**src/rtl/bps_pkg.sv**
```systemverilog
// Shared types, constants and pattern tables of the beep pattern sequencer.
`default_nettype none

package bps_pkg;

    localparam int COUNT_WIDTH_DEF = 8;
    localparam int CFG_IDX_W       = 3;
    localparam int CFG_DATA_W      = 8;

    // Register reset values
    localparam logic [7:0] LONG_ON_RST      = 8'd60;
    localparam logic [7:0] LONG_OFF_RST     = 8'd20;
    localparam logic [7:0] SHORT_ON_RST     = 8'd20;
    localparam logic [7:0] SHORT_OFF_RST    = 8'd30;
    localparam logic [7:0] POWER_ON_LEN_RST = 8'd30;
    localparam logic [7:0] KEY_LEN_RST      = 8'd10;
    localparam logic [3:0] DEFER_TICKS_RST  = 4'd5;

    // Register indexes
    localparam logic [CFG_IDX_W-1:0] CFG_LONG_ON      = 3'd0;
    localparam logic [CFG_IDX_W-1:0] CFG_LONG_OFF     = 3'd1;
    localparam logic [CFG_IDX_W-1:0] CFG_SHORT_ON     = 3'd2;
    localparam logic [CFG_IDX_W-1:0] CFG_SHORT_OFF    = 3'd3;
    localparam logic [CFG_IDX_W-1:0] CFG_POWER_ON_LEN = 3'd4;
    localparam logic [CFG_IDX_W-1:0] CFG_KEY_LEN      = 3'd5;
    localparam logic [CFG_IDX_W-1:0] CFG_DEFER_TICKS  = 3'd6;

    // Request function codes
    localparam logic FUNC_TICK    = 1'b0;
    localparam logic FUNC_REQUEST = 1'b1;

    // Pattern codes with special lengths
    localparam logic [3:0] CODE_NONE  = 4'd0;
    localparam logic [3:0] CODE_POWER = 4'd1;
    localparam logic [3:0] CODE_KEY   = 4'd2;

    typedef enum logic [2:0] {
        PH_IDLE      = 3'd0,
        PH_LONG_ON   = 3'd1,
        PH_LONG_OFF  = 3'd2,
        PH_SHORT_ON  = 3'd3,
        PH_SHORT_OFF = 3'd4
    } bps_phase_t;

    typedef struct packed {
        logic       func;
        logic [3:0] pattern_code;
    } bps_in_t;

    typedef struct packed {
        logic buzzer_on;
        logic playing;
    } bps_out_t;

    typedef struct packed {
        logic [7:0] long_on;
        logic [7:0] long_off;
        logic [7:0] short_on;
        logic [7:0] short_off;
        logic [7:0] power_on_len;
        logic [7:0] key_len;
        logic [3:0] defer_ticks;
    } bps_cfg_t;

    // Sequencer state apart from the hold counter, whose width is a parameter
    typedef struct packed {
        bps_phase_t phase;
        logic [2:0] beep_count;
        logic [3:0] active_code;
        logic [3:0] pending_code;
        logic [3:0] defer_count;
        logic       drive_level;
    } bps_state_t;

    // Number of short beeps per pattern; zero means nothing to play
    function automatic logic [2:0] pat_beeps(input logic [3:0] code);
        logic [2:0] n;
        case (code)
            4'd1, 4'd2, 4'd7, 4'd8, 4'd9: n = 3'd1;
            4'd3, 4'd10:                  n = 3'd2;
            4'd4:                         n = 3'd3;
            4'd5, 4'd6:                   n = 3'd4;
            4'd11:                        n = 3'd5;
            4'd12:                        n = 3'd6;
            default:                      n = 3'd0;
        endcase
        return n;
    endfunction

    // Long prelude beep present
    function automatic logic pat_long(input logic [3:0] code);
        logic l;
        case (code)
            4'd3, 4'd4, 4'd7, 4'd8: l = 1'b1;
            default:                l = 1'b0;
        endcase
        return l;
    endfunction

endpackage

`default_nettype wire

```
**src/rtl/beep_pattern_sequencer_core.sv**
```systemverilog
// Top level of the beep pattern sequencer: request registers, sequencer state, result register.
`default_nettype none

// Beep pattern sequencer. Each request on the s_ channel is either a 10 ms
// tick (func = 0) or a pattern request (func = 1, pattern_code 1..12; code 0
// cancels a pending request). A pattern request waits while defer_ticks
// ticks keep the buzzer silent, then plays: a single beep for the power and
// key codes, otherwise an optional long beep and gap followed by one to six
// short beeps. Every request yields exactly one result on the m_ channel with
// the buzzer level and a playing flag. Throughput is one request per clock
// while results are taken. Each goes through the input and result registers,
// and the sequencer state is updated in the single stage between them. The
// result register frees the input side as soon as the result is taken, so
// back-pressure stalls only when a result is held. Registers are written on
// cfg_we by index (0 long_on .. 6 defer_ticks) and should only be changed
// while no request is in flight. COUNT_WIDTH sets the hold counter width;
// length registers larger than its range are clamped.
module beep_pattern_sequencer_core
    import bps_pkg::*;
#(
    parameter int COUNT_WIDTH = COUNT_WIDTH_DEF
) (
    input  wire logic                  aclk,
    input  wire logic                  aresetn,
    // request channel
    input  wire logic                  s_valid,
    output logic                       s_ready,
    input  wire bps_in_t               s_data,
    // result channel
    output logic                       m_valid,
    input  wire logic                  m_ready,
    output bps_out_t                   m_data,
    // register write port
    input  wire logic                  cfg_we,
    input  wire logic [CFG_IDX_W-1:0]  cfg_index,
    input  wire logic [CFG_DATA_W-1:0] cfg_wdata
);

    bps_cfg_t cfg;

    // input register
    logic    in_vld_reg;
    bps_in_t in_reg;

    // sequencer state
    bps_state_t             state_reg;
    bps_state_t             state_next;
    logic [COUNT_WIDTH-1:0] hold_reg;
    logic [COUNT_WIDTH-1:0] hold_next;

    // result register
    logic     out_vld_reg;
    bps_out_t out_reg;
    bps_out_t out_next;

    logic advance;

    bps_cfg_regs u_cfg (
        .aclk      (aclk),
        .aresetn   (aresetn),
        .cfg_we    (cfg_we),
        .cfg_index (cfg_index),
        .cfg_wdata (cfg_wdata),
        .cfg       (cfg)
    );

    bps_step #(
        .COUNT_WIDTH (COUNT_WIDTH)
    ) u_step (
        .item     (in_reg),
        .cfg      (cfg),
        .cur      (state_reg),
        .hold_cur (hold_reg),
        .nxt      (state_next),
        .hold_nxt (hold_next),
        .result   (out_next)
    );

    // A buffered request moves on when the result slot is free or being emptied
    assign advance = in_vld_reg && (!out_vld_reg || m_ready);
    assign s_ready = !in_vld_reg || advance;

    always_ff @(posedge aclk) begin
        if (!aresetn) begin
            in_vld_reg <= 1'b0;
        end else if (s_ready) begin
            in_vld_reg <= s_valid;
        end
    end

    always_ff @(posedge aclk) begin
        if (s_valid && s_ready) begin
            in_reg <= s_data;
        end
    end

    // State commits together with the result it produced
    always_ff @(posedge aclk) begin
        if (!aresetn) begin
            state_reg.phase        <= PH_IDLE;
            state_reg.beep_count   <= '0;
            state_reg.active_code  <= CODE_NONE;
            state_reg.pending_code <= CODE_NONE;
            state_reg.defer_count  <= '0;
            state_reg.drive_level  <= 1'b0;
            hold_reg               <= '0;
            out_vld_reg            <= 1'b0;
        end else if (advance) begin
            state_reg   <= state_next;
            hold_reg    <= hold_next;
            out_vld_reg <= 1'b1;
        end else if (m_ready) begin
            out_vld_reg <= 1'b0;
        end
    end

    always_ff @(posedge aclk) begin
        if (advance) begin
            out_reg <= out_next;
        end
    end

    assign m_valid = out_vld_reg;
    assign m_data  = out_reg;

endmodule

`default_nettype wire

```
**src/rtl/bps_cfg_regs.sv**
```systemverilog
// Configuration register bank of the beep pattern sequencer.
`default_nettype none

module bps_cfg_regs
    import bps_pkg::*;
(
    input  wire logic                  aclk,
    input  wire logic                  aresetn,
    input  wire logic                  cfg_we,
    input  wire logic [CFG_IDX_W-1:0]  cfg_index,
    input  wire logic [CFG_DATA_W-1:0] cfg_wdata,
    output bps_cfg_t                   cfg
);

    bps_cfg_t cfg_reg;

    always_ff @(posedge aclk) begin
        if (!aresetn) begin
            cfg_reg.long_on      <= LONG_ON_RST;
            cfg_reg.long_off     <= LONG_OFF_RST;
            cfg_reg.short_on     <= SHORT_ON_RST;
            cfg_reg.short_off    <= SHORT_OFF_RST;
            cfg_reg.power_on_len <= POWER_ON_LEN_RST;
            cfg_reg.key_len      <= KEY_LEN_RST;
            cfg_reg.defer_ticks  <= DEFER_TICKS_RST;
        end else if (cfg_we) begin
            case (cfg_index)
                CFG_LONG_ON:      cfg_reg.long_on      <= cfg_wdata;
                CFG_LONG_OFF:     cfg_reg.long_off     <= cfg_wdata;
                CFG_SHORT_ON:     cfg_reg.short_on     <= cfg_wdata;
                CFG_SHORT_OFF:    cfg_reg.short_off    <= cfg_wdata;
                CFG_POWER_ON_LEN: cfg_reg.power_on_len <= cfg_wdata;
                CFG_KEY_LEN:      cfg_reg.key_len      <= cfg_wdata;
                CFG_DEFER_TICKS:  cfg_reg.defer_ticks  <= cfg_wdata[3:0];
                default: ;
            endcase
        end
    end

    assign cfg = cfg_reg;

endmodule

`default_nettype wire

```
**src/rtl/bps_step.sv**
```systemverilog
// Next-state and result logic for one tick or request.
`default_nettype none

module bps_step
    import bps_pkg::*;
#(
    parameter int COUNT_WIDTH = COUNT_WIDTH_DEF
) (
    input  wire bps_in_t            item,
    input  wire bps_cfg_t           cfg,
    input  wire bps_state_t         cur,
    input  wire logic [COUNT_WIDTH-1:0] hold_cur,
    output bps_state_t              nxt,
    output logic [COUNT_WIDTH-1:0]  hold_nxt,
    output bps_out_t                result
);

    localparam int LW = (COUNT_WIDTH > 8) ? COUNT_WIDTH : 8;
    localparam logic [LW-1:0] CountMax = LW'((1 << COUNT_WIDTH) - 1);

    function automatic logic [COUNT_WIDTH-1:0] clamp_len(input logic [7:0] v);
        logic [LW-1:0] w;
        w = LW'(v);
        if (w > CountMax) begin
            w = CountMax;
        end
        return COUNT_WIDTH'(w);
    endfunction

    bps_state_t               pre;
    logic [COUNT_WIDTH-1:0]   hold_pre;
    logic                     run;
    logic [3:0]               defer_inc;
    logic [2:0]               n_beeps;
    logic [2:0]               beep_inc;
    logic [COUNT_WIDTH:0]     hold_inc;
    logic [COUNT_WIDTH-1:0]   beep_len;

    // Request handling and deferral
    always_comb begin
        pre       = cur;
        hold_pre  = hold_cur;
        run       = 1'b0;
        defer_inc = cur.defer_count + 4'd1;
        if (item.func == FUNC_REQUEST) begin
            pre.pending_code = item.pattern_code;
        end else if (cur.pending_code != CODE_NONE) begin
            // pending: silence and stop whatever runs
            pre.phase       = PH_IDLE;
            hold_pre        = '0;
            pre.beep_count  = '0;
            pre.active_code = CODE_NONE;
            pre.drive_level = 1'b0;
            pre.defer_count = defer_inc;
            if (defer_inc >= cfg.defer_ticks) begin
                pre.defer_count  = '0;
                pre.active_code  = cur.pending_code;
                pre.pending_code = CODE_NONE;
                pre.phase        = pat_long(cur.pending_code) ? PH_LONG_ON : PH_SHORT_ON;
                run              = 1'b1;
            end
        end else if (cur.active_code != CODE_NONE) begin
            run = 1'b1;
        end
    end

    // One tick of the running pattern
    always_comb begin
        nxt      = pre;
        hold_nxt = hold_pre;
        n_beeps  = pat_beeps(pre.active_code);
        beep_inc = pre.beep_count + 3'd1;
        hold_inc = {1'b0, hold_pre} + {{COUNT_WIDTH{1'b0}}, 1'b1};
        case (pre.active_code)
            CODE_POWER: beep_len = clamp_len(cfg.power_on_len);
            CODE_KEY:   beep_len = clamp_len(cfg.key_len);
            default:    beep_len = clamp_len(cfg.short_on);
        endcase
        if (run) begin
            if (n_beeps == 3'd0) begin
                nxt.phase       = PH_IDLE;
                hold_nxt        = '0;
                nxt.beep_count  = '0;
                nxt.active_code = CODE_NONE;
                nxt.drive_level = 1'b0;
            end else begin
                case (pre.phase)
                    PH_LONG_ON: begin
                        if (hold_inc > {1'b0, clamp_len(cfg.long_on)}) begin
                            hold_nxt        = '0;
                            nxt.phase       = PH_LONG_OFF;
                            nxt.drive_level = 1'b0;
                        end else begin
                            hold_nxt        = hold_inc[COUNT_WIDTH-1:0];
                            nxt.drive_level = 1'b1;
                        end
                    end
                    PH_LONG_OFF: begin
                        if (hold_inc >= {1'b0, clamp_len(cfg.long_off)}) begin
                            nxt.phase       = PH_SHORT_ON;
                            hold_nxt        = COUNT_WIDTH'(1);
                            nxt.drive_level = 1'b1;
                        end else begin
                            hold_nxt = hold_inc[COUNT_WIDTH-1:0];
                        end
                    end
                    PH_SHORT_ON: begin
                        if (hold_inc > {1'b0, beep_len}) begin
                            hold_nxt       = '0;
                            nxt.beep_count = beep_inc;
                            if (beep_inc >= n_beeps) begin
                                nxt.phase       = PH_IDLE;
                                nxt.beep_count  = '0;
                                nxt.active_code = CODE_NONE;
                                nxt.drive_level = 1'b0;
                            end else begin
                                nxt.phase       = PH_SHORT_OFF;
                                nxt.drive_level = 1'b0;
                            end
                        end else begin
                            hold_nxt        = hold_inc[COUNT_WIDTH-1:0];
                            nxt.drive_level = 1'b1;
                        end
                    end
                    PH_SHORT_OFF: begin
                        if (hold_inc >= {1'b0, clamp_len(cfg.short_off)}) begin
                            nxt.phase       = PH_SHORT_ON;
                            hold_nxt        = COUNT_WIDTH'(1);
                            nxt.drive_level = 1'b1;
                        end else begin
                            hold_nxt = hold_inc[COUNT_WIDTH-1:0];
                        end
                    end
                    default: begin
                        nxt.phase       = PH_IDLE;
                        hold_nxt        = '0;
                        nxt.beep_count  = '0;
                        nxt.active_code = CODE_NONE;
                        nxt.drive_level = 1'b0;
                    end
                endcase
            end
        end
        result.buzzer_on = nxt.drive_level;
        result.playing   = (nxt.active_code != CODE_NONE) || (nxt.pending_code != CODE_NONE);
    end

endmodule

`default_nettype wire
```
**config.mk**
```make
export PLATFORM = sky130hd
export DESIGN_NAME = beep_pattern_sequencer_core
export DESIGN_NICKNAME = d
export VERILOG_FILES = /design/src/rtl/bps_pkg.sv /design/src/rtl/beep_pattern_sequencer_core.sv /design/src/rtl/bps_cfg_regs.sv /design/src/rtl/bps_step.sv
export SDC_FILE = /design/constraint.sdc
export NUM_CORES = 1
export LEC_CHECK = 0
export BUFFER_PORTS_ARGS = -buffer_cell sky130_fd_sc_hd__buf_2
export CAP_MARGIN = 25
export CORE_MARGIN = 3
export CORE_UTILIZATION = 55
export CTS_CLUSTER_SIZE = 10
export DETAILED_ROUTE_END_ITERATION = 16
export GPL_TIMING_DRIVEN = 0
export PLACE_DENSITY = 0.78
export SYNTH_ARGS = -nofsm -noshare
export SYNTH_HDL_FRONTEND = slang
export SYNTH_SLANG_ARGS = --single-unit
```
**constraint.sdc**
```tcl
create_clock -name aclk -period 8.75 [get_ports aclk]
set_input_delay 0 -clock aclk [delete_from_list [all_inputs] [get_ports aclk]]
set_output_delay 0 -clock aclk [all_outputs]
set_load 0.01 [all_outputs]
```
== Word-level counts from Yosys, hierarchy flattened ==
Memory sizes are Yosys's and may differ from the RTL's.
Index checks and enable logic that the tools add are counted.
Widths: inputs -> output; s select.
Cells by class
  add/sub/neg operators: 3
  magnitude comparators: 12
  equal/unequal tests: 16
  muxes and demuxes: 59
  bitwise logic cells: 1
  reduce and logical (&&, ||, !) cells: 24
Operator list (number)
  $mux 8: 23
  $gt 8x8->1 const B: 6
  $mux 10: 4
  $pmux 8 s4: 1
  $mux 19: 1
  $ge 9x8->1: 2
  $gt 9x8->1: 2
  $mux 1: 17
  $pmux 8 s2: 1
  $reduce_bool 4->1: 4
  $mux 3: 5
  $pmux 7 s2: 1
  $reduce_and 2->1: 7
  $eq 3x2->1 const B: 4
  $eq 3x3->1 const B: 4
  $mux 12: 1
  $pmux 3 s4: 1
  $add 8x1->9 const B: 1
  $eq 4x2->1 const B: 2
  $eq 4x3->1 const B: 2
  $mux 7: 1
  $eq 3x1->1 const B: 2
  $logic_not 3->1: 2
  $add 4x1->4 const B: 1
  16 further kinds: 20
Storage, ports and cells
  register bits: 88
  ROM bits: 48
  bits of input ports: 21
  output and inout port bits: 4
  word-level logic and storage cells: 136
  memories kept: 1
Memory list
  (name not given): words 16, bits a word 3, read ports 1, clocked after Yosys merged registers in 0, write ports 0, RTL line bps_pkg.sv:78  | case (code)

== Logic depth before layout (Yosys ltp) ==
Gate-level depths: netlist of run 1.
  word-level depth: 21
  depth in mapped cells: 22
  mapped depth without buffers: 21

== Modules after synthesis ==
From an unflattened synthesis of run 1, not the netlist that was laid out.
Second synthesis, totals
  cell total of the unflattened synthesis: 655
  area total of the unflattened synthesis: 5696.7 µm²
Modules (own cells, without submodules)
  bps_step: instances 1, cells an instance 328, area an instance 2270.9 µm², sequential area each 0.0 µm²
  bps_cfg_regs: instances 1, cells an instance 194, area an instance 2040.7 µm², sequential area each 1041.0 µm²
  beep_pattern_sequencer_core: instances 1, cells an instance 133, area an instance 1385.1 µm², sequential area each 790.8 µm²

== Worst setup path before layout of run 1 ==
OpenSTA, ideal clock, no wires.
  path type: flip-flop to flip-flop
  start point: reg state_reg[1] (netlist name)
  end point: reg state_reg[13] (netlist name)
  library setup time: 114 ps
  arrival time: 4622 ps
  required time: 8636 ps
  slack: 4013 ps
  cell stages (with the launch flop): 22
  buffers on the path: 1
  clock period less this slack: 4737 ps
  path through: dfxtp_1 ha_1 ha_1 clkinv_1 o21a_1 nor3_1 a22o_1 inv_1 ha_1 and3_1 clkbuf_1 nor2_1 a21oi_1 ha_1 nand4_1 o211ai_1 a31oi_1 o31ai_1 nor3_2 or3_1 a32oi_1 a21bo_1
Between the ends
  word-level cells in the longest chain between the ends: 12
  elaborated cells between the ends (all ways): 26
  classes of those cells: 1 x add/sub; 3 x order compare; 6 x eq/ne; 13 x mux; 2 x reduce/logical; 1 x memory
RTL lines
  start: declaration: RTL line beep_pattern_sequencer_core.sv:46  | bps_state_t state_reg;
  start signal: assignment: RTL line beep_pattern_sequencer_core.sv:109  | state_reg <= state_next;
  $add 4x1->4 *: RTL line bps_step.sv:44  | defer_inc = cur.defer_count + 4'd1;
  $ge 4x4->1 *: RTL line bps_step.sv:55  | if (defer_inc >= cfg.defer_ticks) begin
  $mux 12: RTL line bps_step.sv:55
  $mux 19: RTL line bps_step.sv:47  | end else if (cur.pending_code != CODE_NONE) begin
  $mux 10: RTL line bps_step.sv:45  | if (item.func == FUNC_REQUEST) begin
  $eq 4x2->1, or another cell as far along: RTL line bps_step.sv:74  | case (pre.active_code)
  $pmux 8 s2 / $ge 3x3->1 (equally long branches): RTL line bps_step.sv:74, bps_step.sv:111
  $gt 9x8->1 / $mux 7 (equally long branches): RTL line bps_step.sv:108, bps_step.sv:111
  $mux 10: RTL line bps_step.sv:108  | if (hold_inc > {1'b0, beep_len}) begin
  $pmux 7 s2: RTL line bps_step.sv:87  | case (pre.phase)
  $mux 10: RTL line bps_step.sv:80  | if (n_beeps == 3'd0) begin
  $mux 10 *: RTL line bps_step.sv:79  | if (run) begin
Every way passes the cells marked *; elsewhere a longest branch is shown, timed or not.
A chain may end at the register's enable or synchronous reset.

== Worst setup path in the final report of run 1 ==
Ends and elaborated chain as after synthesis.

==> results.toml, run 1 <==
[final_layout]
fin_area_um2 = 5810
largest_reg_flops = 52
final_core_util_pct = 65.1
layout_commonest_cell = "nand2_1"
fin_nets = 734
layout_common_cells = "125 x nand2_1, 81 x dfxtp_1, 47 x ha_1"
area_delta_synth_final_pct = 12.1
antennaDiodeCount = 0
drive_gt1_share_pct = 8.94
final-instance-count-excl-fill = 779

[critical_path]
path_delay_family = "compound AO/OA/AOI/OAI gates"
path_buf_inv = 3
crit_path_end = "state_reg[13]"
r2r_cells = 21
setup.worst_path.start_class = "flop"
cp.depth = 21
r2r-start = "state_reg[1]"
critPathCaptureType = "flop"
r2r-end = "state_reg[13]"
slowest_stage = "o31ai_1"
crit_arrival_ps = 6020
path_cells = "ha_1 > ha_1 > clkinv_1 > o21a_1 > nor3_1 > a22o_1 > inv_1 > ha_1 > and3_1 > clkbuf_1 > nor2_1 > a21oi_1 > ha_1 > nand4_1 > o211ai_1 > a31oi_1 > o31ai_1 > nor3_2 > or3_1 > a32oi_1 > a21bo_1"
cp_max_fo = 9
critical_path.max_stage_delay_ps = 500
path_common_cell = "ha_1"
critical_path_required_ps = 9000
reg2reg_slack_ps = 2990
worstSetupStartpoint = "state_reg[1]"
path_class = "flop to flop"

[route]
vias = 4715
vias_per_cell = 6.05
dr.first_iter.drc_count = 302
routedWlPerCell_um = 16.8
drt_wl_total_mm = 13.1
drc = 0
ant_nets = 0
first_pass_iters = 5

[power]
p_total_mw = 0.810
ir_drop_mv = 0.102
leakage_nw = 2.45
powerDensity_nw_per_um2 = 139

[clock_network]
clock-root-buffer = "clkbuf_8"
cts_buffers = 9
clk_latency_ps = 360
cts_tree = "done"
cts_resized = 0
cts_max_level = 3
clk_pin_slew_ps = 100
clk_path_buf_depth = 2
cts.sinks = 88

[global_route]
grt_max_degree = 18
antenna_found_initial = 0
overflow = 0
grt_pass1_wl_mm = 21.7
use_met3_pct = 4.26
track_usage_pct = 26.2
grt_pass1_vias = 4481
grt.met2_usage_pct = 42.5
met1_usage_pct = 34.7
busiest_layer = "met2"

[synth]
synth_flop_cell = "dfxtp_1"
synth_top_family_by_area = "simple AND/OR/NAND/NOR gates"
netlist_area_um2 = 5180
synth_xor_area_share_pct = 1.86
synth-warning-count = 0
synth_compound_area_share_pct = 22.7
synth_edf_count = 7
yosys.area_share.simple_pct = 23.6
yosysUniqueCellTypes = 70
synth.area.mux_share_pct = 1.16
ys_seq_elements = 88
synthAdderAreaFrac_pct = 11.3
synth.avg_cell_area_um2 = 8.40
yosysSeqAreaShare_pct = 35.3
synth_fp_nets = 685
synth-async-reset-ratio_pct = 0
postSynthCellCount = 617

[timing]
min_period_over_period_pct = 65.9
fmax_ghz = 0.173
setup-violations-final = 0
relSlewSlack_pct = 39.2
worstMarginPinSlew_ps = 905
fin_tns_setup_ps = 0
slew_viol_final = 0
rsz0062_at_grt = "false"
final_hold_viol_count = 0
fin_skew_ps = 15.6
period_needed_ps = 5760

[place]
place_hpwl_mm = 9.63
io_buffers = 23
gp_congestion = 0.925
place_inst = 748
place_area_um2 = 5430

[run]
maxCapViolCount = 0

[run_status]
outcome = "finished, final reports clean"

[floorplanning]
core_um2 = 8930
dieHeight_um = 103
die_w_um = 103
core.rowCount = 34
die_area_um2 = 10600
io_pins = 25
start_util_pct = 58.0

[worst_hold_path]
hold_class = "input pin to flop"
==> tightest hold or removal path, stage by stage <==
cell      delay [ps]
buf_2            150
nor3_1           100
nand2_1           60
a21boi_0          70
==> routing by layer <==
layer / share of wire, % / up-vias
met5: 0 / -
met4: 3.2 / 0
met3: 6.1 / 41
met2: 46 / 160
met1: 45 / 2195
li1: - / 2319
==> cells by family (layout without fill, tap and decap cells) <==
family,after synthesis,count (layout)
compound gates,159,159
xor+xnor,11,11
fa+ha+maj,47,47
buf+inv,53,107
flops,88,88
mux,6,6
simple gates,253,253
==> Yosys cell counts (all sizes together) (7+ instances only) <==
master  count  area [um^2]
o211ai     12         90.1
edfxtp      7          210
nand2b      7         43.8
inv        32          120
a22o       17          149
nand2     126          480
dfxtp      81         1620
nor3        7         40.0
a32oi       7         61.3
ha         47          588
clkbuf     18         67.6
nand3      24          120
a21oi      22          110
and2        9         58.8
nor2b      19          119
a21boi     32          240
nand4       7         43.8
nor2       30          115
o21ai      22          114
==> per-stage QoR <==
stage,setup slack (ps),hold slack [ps]
6_report,2990,63.0
5_1_grt,2600,77.1
3_5_place_dp,3080,178
3_3_place_gp,3280,177
2_1_floorplan,4010,98.9
4_1_cts,3040,47.1
==> timing repair <==
| item | 4_1_cts | 5_1_grt |
|---|---|---|
| buffers inserted | 0 | 0 |
| hold endpoints to repair | 37 | 0 |
| hold buffers | 15 | 0 |
==> final cells by class <==
cell class,instances,area (um^2)
clock buffer,10,149
fill,746,3120
multi-input combinational,476,3140
timing repair buffer,38,265
tap,108,135
clock inverter,6,80.1
buffer,20,83.8
sequential,88,1830
inverter,33,124
==> power breakdown <==
part           internal [mW]  total [mW]  switching [mW]
Clock                  0.155       0.314           0.159
Sequential             0.415       0.421         0.00565
Combinational         0.0281      0.0749          0.0468
Total                  0.598       0.810           0.212
==> how the worst min path moves through the flow <==
stage / from / end / slack [ps] / cells after the start
3_5_place_dp: s_data[3] / in_reg[3] / 180 / 1
6_report: cfg_index[2] / u_cfg.cfg[51] / 60 / 4
2_1_floorplan: s_data[0] / in_reg[0] / 100 / 0
4_1_cts: cfg_index[0] / u_cfg.cfg[51] / 50 / 4
5_1_grt: cfg_index[0] / u_cfg.cfg[51] / 80 / 4
3_3_place_gp: s_data[2] / in_reg[2] / 180 / 1
No activity file was read; power rests on OpenSTA's default activity.
==> run 2: changes to the inputs <==
==> constraint.sdc (replaced) <==
create_clock -name aclk -period 5.6 [get_ports aclk]
set_input_delay 0 -clock aclk [delete_from_list [all_inputs] [get_ports aclk]]
set_output_delay 0 -clock aclk [all_outputs]
set_load 0.01 [all_outputs]
==> run 2 against run 1 <==
  * Clock skew up 1.1 ps
  * Highest routed layer unchanged
  * Combinational power is 56% higher
  * Sequential cell count is the same
==> results.toml, run 2 (synthesized netlist as in run 1, its figures left out) <==
[clock_network]
cts_tree = "done"
clk_pin_slew_ps = 100
cts_max_level = 3
clk_latency_ps = 360
cts_buffers = 9
clk_path_buf_depth = 2
clock-root-buffer = "clkbuf_8"
cts.sinks = 88

[run]
maxCapViolCount = 0

[route]
drc = 0
vias_per_cell = 6.03
ant_nets = 0
dr.first_iter.drc_count = 300
routedWlPerCell_um = 16.9
first_pass_iters = 6
drt_wl_total_mm = 13.2
vias = 4713

[critical_path]
path_class = "flop to flop"
path_buf_inv = 3
path_cells = "ha_1 > ha_1 > clkinv_1 > o21a_1 > nor3_2 > a22o_1 > inv_1 > ha_1 > and3_1 > clkbuf_1 > a22o_1 > a21oi_1 > ha_1 > a211oi_1 > o211ai_1 > a31oi_1 > o31ai_2 > nor3_4 > nor2_1 > a221oi_2 > a32o_1"
setup.worst_path.start_class = "flop"
critPathCaptureType = "flop"
cp.depth = 21
path_delay_family = "compound AO/OA/AOI/OAI gates"
crit_arrival_ps = 5580
slowest_stage = "dfxtp_1"
critical_path.max_stage_delay_ps = 420
r2r_cells = 21
cp_max_fo = 9
path_common_cell = "ha_1"
critical_path_required_ps = 5900

[global_route]
track_usage_pct = 26.2
grt_max_degree = 18
grt_pass1_vias = 4481
grt_pass1_wl_mm = 21.7
overflow = 0
antenna_found_initial = 0

[run_status]
outcome = "finished, final reports clean"

[final_layout]
largest_reg_flops = 52
layout_common_cells = "125 x nand2_1, 81 x dfxtp_1, 47 x ha_1"
antennaDiodeCount = 0
multi_input_area_um2 = 3170
fillers = 740
final-instance-count-excl-fill = 781
final_core_util_pct = 65.5
drive_gt1_share_pct = 9.81
area_delta_synth_final_pct = 12.9
regArea_um2 = 1830
layout_commonest_cell = "nand2_1"
fin_nets = 736
fin_area_um2 = 5850

[floorplanning]
start_util_pct = 58.0
die_w_um = 103
core_um2 = 8930
die_area_um2 = 10600
dieHeight_um = 103
core.rowCount = 34
io_pins = 25

[place]
place_inst = 748
place_hpwl_mm = 9.63
place_area_um2 = 5430
io_buffers = 23
gp_congestion = 0.925
dp_slack_ps = -73.1

[timing]
min_period_over_period_pct = 94.2
fin_skew_ps = 16.8
worstMarginPinSlew_ps = 892
finalWorstSetupSlack_ps = 323
final_hold_viol_count = 0
fmax_ghz = 0.190
setup-violations-final = 0
period_needed_ps = 5280
slew_viol_final = 0
relSlewSlack_pct = 40.1
fin_hold_ws_ps = 57.3

[worst_hold_path]
hold_class = "input pin to flop"
whs_path_depth = 4

[power]
ir_drop_mv = 0.161
powerDensity_nw_per_um2 = 217
leakage_nw = 2.47
-- run 2: layer usage --
metal | GRT usage (%) | up-vias | share of wire, %
met1 | 34.7 | 2182 | 44
li1 | - | 2323 | -
met4 | 10.6 | 0 | 2.9
met5 | 0 | - | 0
met3 | 4.26 | 34 | 6.5
met2 | 42.5 | 174 | 47
-- run 2: what timing repair did --
action / CTS / global route
setup endpoints to repair: 6 / 21
hold endpoints to repair: 37 / 0
hold buffers: 15 / 0
pin swaps: 0 / 2
setup buffers: 0 / 2
resized for setup: 1 / 6
-- run 2: metrics by stage --
| stage | total power [mW] | setup TNS (ps) |
|---|---|---|
| after detailed placement | 0.777 | -80.2 |
| final | 1.27 | 0 |
| after CTS | 1.27 | 0 |
| after floorplan | 0.737 | 0 |
| after global routing | 1.31 | -10.1 |
| after global placement | 0.774 | 0 |
-- run 2: path summary, 6_finish.rpt --
kind / from / endpoint / slack (ps)
setup / recovery: state_reg[1] / state_reg[10] / 320
hold / removal: cfg_index[0] / u_cfg.cfg[51] / 60
setup reg to reg: state_reg[1] / state_reg[10] / 320
hold reg to reg: u_cfg.cfg[28] / u_cfg.cfg[28] / 470
-- run 2: final cells by class --
cell class	count	area share, %
clock inverters	6	1.37
plain buffers	20	1.45
repair buffers	40	4.79
inverters	33	2.12
clock buffers	10	2.54
well taps	108	2.31
multi-input cells	476	54.1
flip-flops and latches	88	31.3
-- run 2: where the power goes --
group | switching, mW | leakage, nW | internal, mW
registers | 0.00907 | 0.724 | 0.649
logic | 0.0734 | 1.64 | 0.0441
clock network | 0.251 | 0.112 | 0.242
-- run 2: worst min-delay path: stages --
cell	delay (ps)
buf_2	150
nor3_1	100
nand2_1	70
a21boi_0	60
==> run 3: changes to the inputs <==
==> constraint.sdc (replaced) <==
create_clock -name aclk -period 5.7 [get_ports aclk]
set_input_delay 0 -clock aclk [delete_from_list [all_inputs] [get_ports aclk]]
set_output_delay 0 -clock aclk [all_outputs]
set_load 0.01 [all_outputs]
==> run 3 against run 2 <==
  * Non-clock buffer count fell by 2
  * Sequential cell count is the same
  * Die area unchanged
  * Utilization fell by 0.18 points
  * Worst hold slack better by 7.6 ps
  * Count of clock-buffer cells in the layout unchanged
  * Maximum frequency down 0.49%
  * Wire length shrank 0.27%
  * Global-route usage unchanged
  * Final cell count fell by 0.26%
  * Highest routed layer unchanged
==> results.toml, run 3 (synthesized netlist as in run 1, its figures left out) <==
[route]
drt_wl_total_mm = 13.2
first_pass_iters = 5
vias = 4696
routedWlPerCell_um = 16.9
ant_nets = 0
dr.first_iter.drc_count = 251
vias_per_cell = 6.03
drc = 0

[worst_hold_path]
hold_class = "input pin to flop"
hold_start = "cfg_index[2]"
whs_endpoint = "u_cfg.cfg[51]"
whs_path_depth = 4

[floorplanning]
io_pins = 25
core.rowCount = 34
dieHeight_um = 103
start_util_pct = 58.0
core_um2 = 8930
die_area_um2 = 10600
die_w_um = 103

[timing]
min_period_over_period_pct = 93.0
rsz0062_at_grt = "false"
fmax_ghz = 0.189
slew_viol_final = 0
finalWorstSetupSlack_ps = 397
setup-violations-final = 0
fin_skew_ps = 14.1
period_needed_ps = 5300
relSlewSlack_pct = 39.5
worstMarginPinSlew_ps = 900
final_hold_viol_count = 0
fin_tns_setup_ps = 0

[clock_network]
cts_buffers = 9
clk_path_buf_depth = 2
cts_tree = "done"
clock-root-buffer = "clkbuf_8"
clk_latency_ps = 360
cts.sinks = 88
clk_pin_slew_ps = 100
cts_max_level = 3

[critical_path]
r2r_cells = 18
path_cells = "or4_4 > nand2_4 > clkbuf_1 > and2_1 > ha_1 > nand2_1 > or2_2 > xor2_1 > nor2_1 > ha_1 > a211oi_1 > o211ai_1 > a31oi_1 > o31ai_2 > nor3_4 > nor2_1 > a221oi_2 > a32o_1"
reg2reg_slack_ps = 400
path_buf_inv = 1
path_class = "flop to flop"
critical_path_required_ps = 6010
setup.worst_path.start_class = "flop"
r2r-start = "state_reg[8]"
cp_max_fo = 10
path_delay_family = "simple AND/OR/NAND/NOR gates"
slowest_stage = "or4_4"
crit_arrival_ps = 5610
critical_path.max_stage_delay_ps = 630
r2r-end = "state_reg[10]"
critPathCaptureType = "flop"

[global_route]
track_usage_pct = 26.2
grt_pass1_wl_mm = 21.7
antenna_found_initial = 0
overflow = 0
grt_max_degree = 18
grt_pass1_vias = 4481

[place]
place_hpwl_mm = 9.63
dp_slack_ps = 26.9
gp_congestion = 0.925
io_buffers = 23

[power]
powerDensity_nw_per_um2 = 213
ir_drop_mv = 0.158
leakage_nw = 2.46

[final_layout]
area_delta_synth_final_pct = 12.6
layout_commonest_cell = "nand2_1"
drive_gt1_share_pct = 9.39
antennaDiodeCount = 0
fin_nets = 734
layout_common_cells = "125 x nand2_1, 81 x dfxtp_1, 47 x ha_1"
largest_reg_flops = 52
fillers = 743

[run]
maxCapViolCount = 0

[run_status]
outcome = "finished, final reports clean"
==> run 3: cell count changes in the layout (fill, tap and decap cells not counted) <==
cell      before  now
buf_4          2    0
clkbuf_1      17   18
clkbuf_2       1    0
==> run 3: final cells by class <==
type / count / area, um^2 / area share, %
buffer: 20 / 83.8 / 1.44
multi-input combinational: 476 / 3170 / 54.3
clock inverter: 6 / 80.1 / 1.37
timing repair buffer: 38 / 265 / 4.54
sequential: 88 / 1830 / 31.4
clock buffer: 10 / 149 / 2.55
inverter: 33 / 124 / 2.12
tap: 108 / 135 / 2.32
==> run 3: power by group <==
part	internal, mW	switching [mW]	leakage (nW)
combinational	0.0432	0.0723	1.62
sequential	0.637	0.00874	0.724
clock	0.238	0.244	0.112
total	0.918	0.325	2.46
==> run 3: tightest hold or removal path, delay by kind of cell <==
kind | cells | cell delay (ps)
buf+inv | 1 | 140
compound gates | 1 | 70
simple gates | 2 | 160
==> run 3: what timing repair did <==
action | CTS | global route
hold buffers | 15 | 0
setup buffers | 0 | 0
hold endpoints to repair | 37 | 0
resized for setup | 1 | 4
pin swaps | 0 | 1
endpoints found under the setup margin | 1 | 18
==> run 3: how the worst max path moves through the flow <==
stage                     to    startpoint  cells past startpoint
3_5_place_dp   state_reg[13]  state_reg[1]                     21
2_1_floorplan  state_reg[13]  state_reg[1]                     21
4_1_cts        state_reg[13]  state_reg[1]                     21
3_3_place_gp   state_reg[13]  state_reg[1]                     21
5_1_grt        state_reg[10]  state_reg[1]                     21
6_report       state_reg[10]  state_reg[8]                     18
==> run 3: metrics by stage <==
stage               std cells  total power, mW  hold WS [ps]  area (um^2)  util, %
CTS                       779             1.24          47.1         5820     65.1
finish                    779             1.24          64.9         5840     65.3
global route              779             1.29          77.1         5840     65.3
floorplan                 617            0.724          98.9         5180        -
detailed placement        748            0.764           178         5430     60.8
global placement          748            0.760           177         5430     60.8
==> run 3: layer usage <==
| layer | vias up | part of all wire [%] | track usage, % |
|---|---|---|---|
| li1 | 2319 | - | - |
| met1 | 2177 | 44 | 34.7 |
| met2 | 165 | 46 | 42.5 |
| met3 | 35 | 6.1 | 4.26 |
| met4 | 0 | 3.2 | 10.6 |
| met5 | - | 0 | 0 |
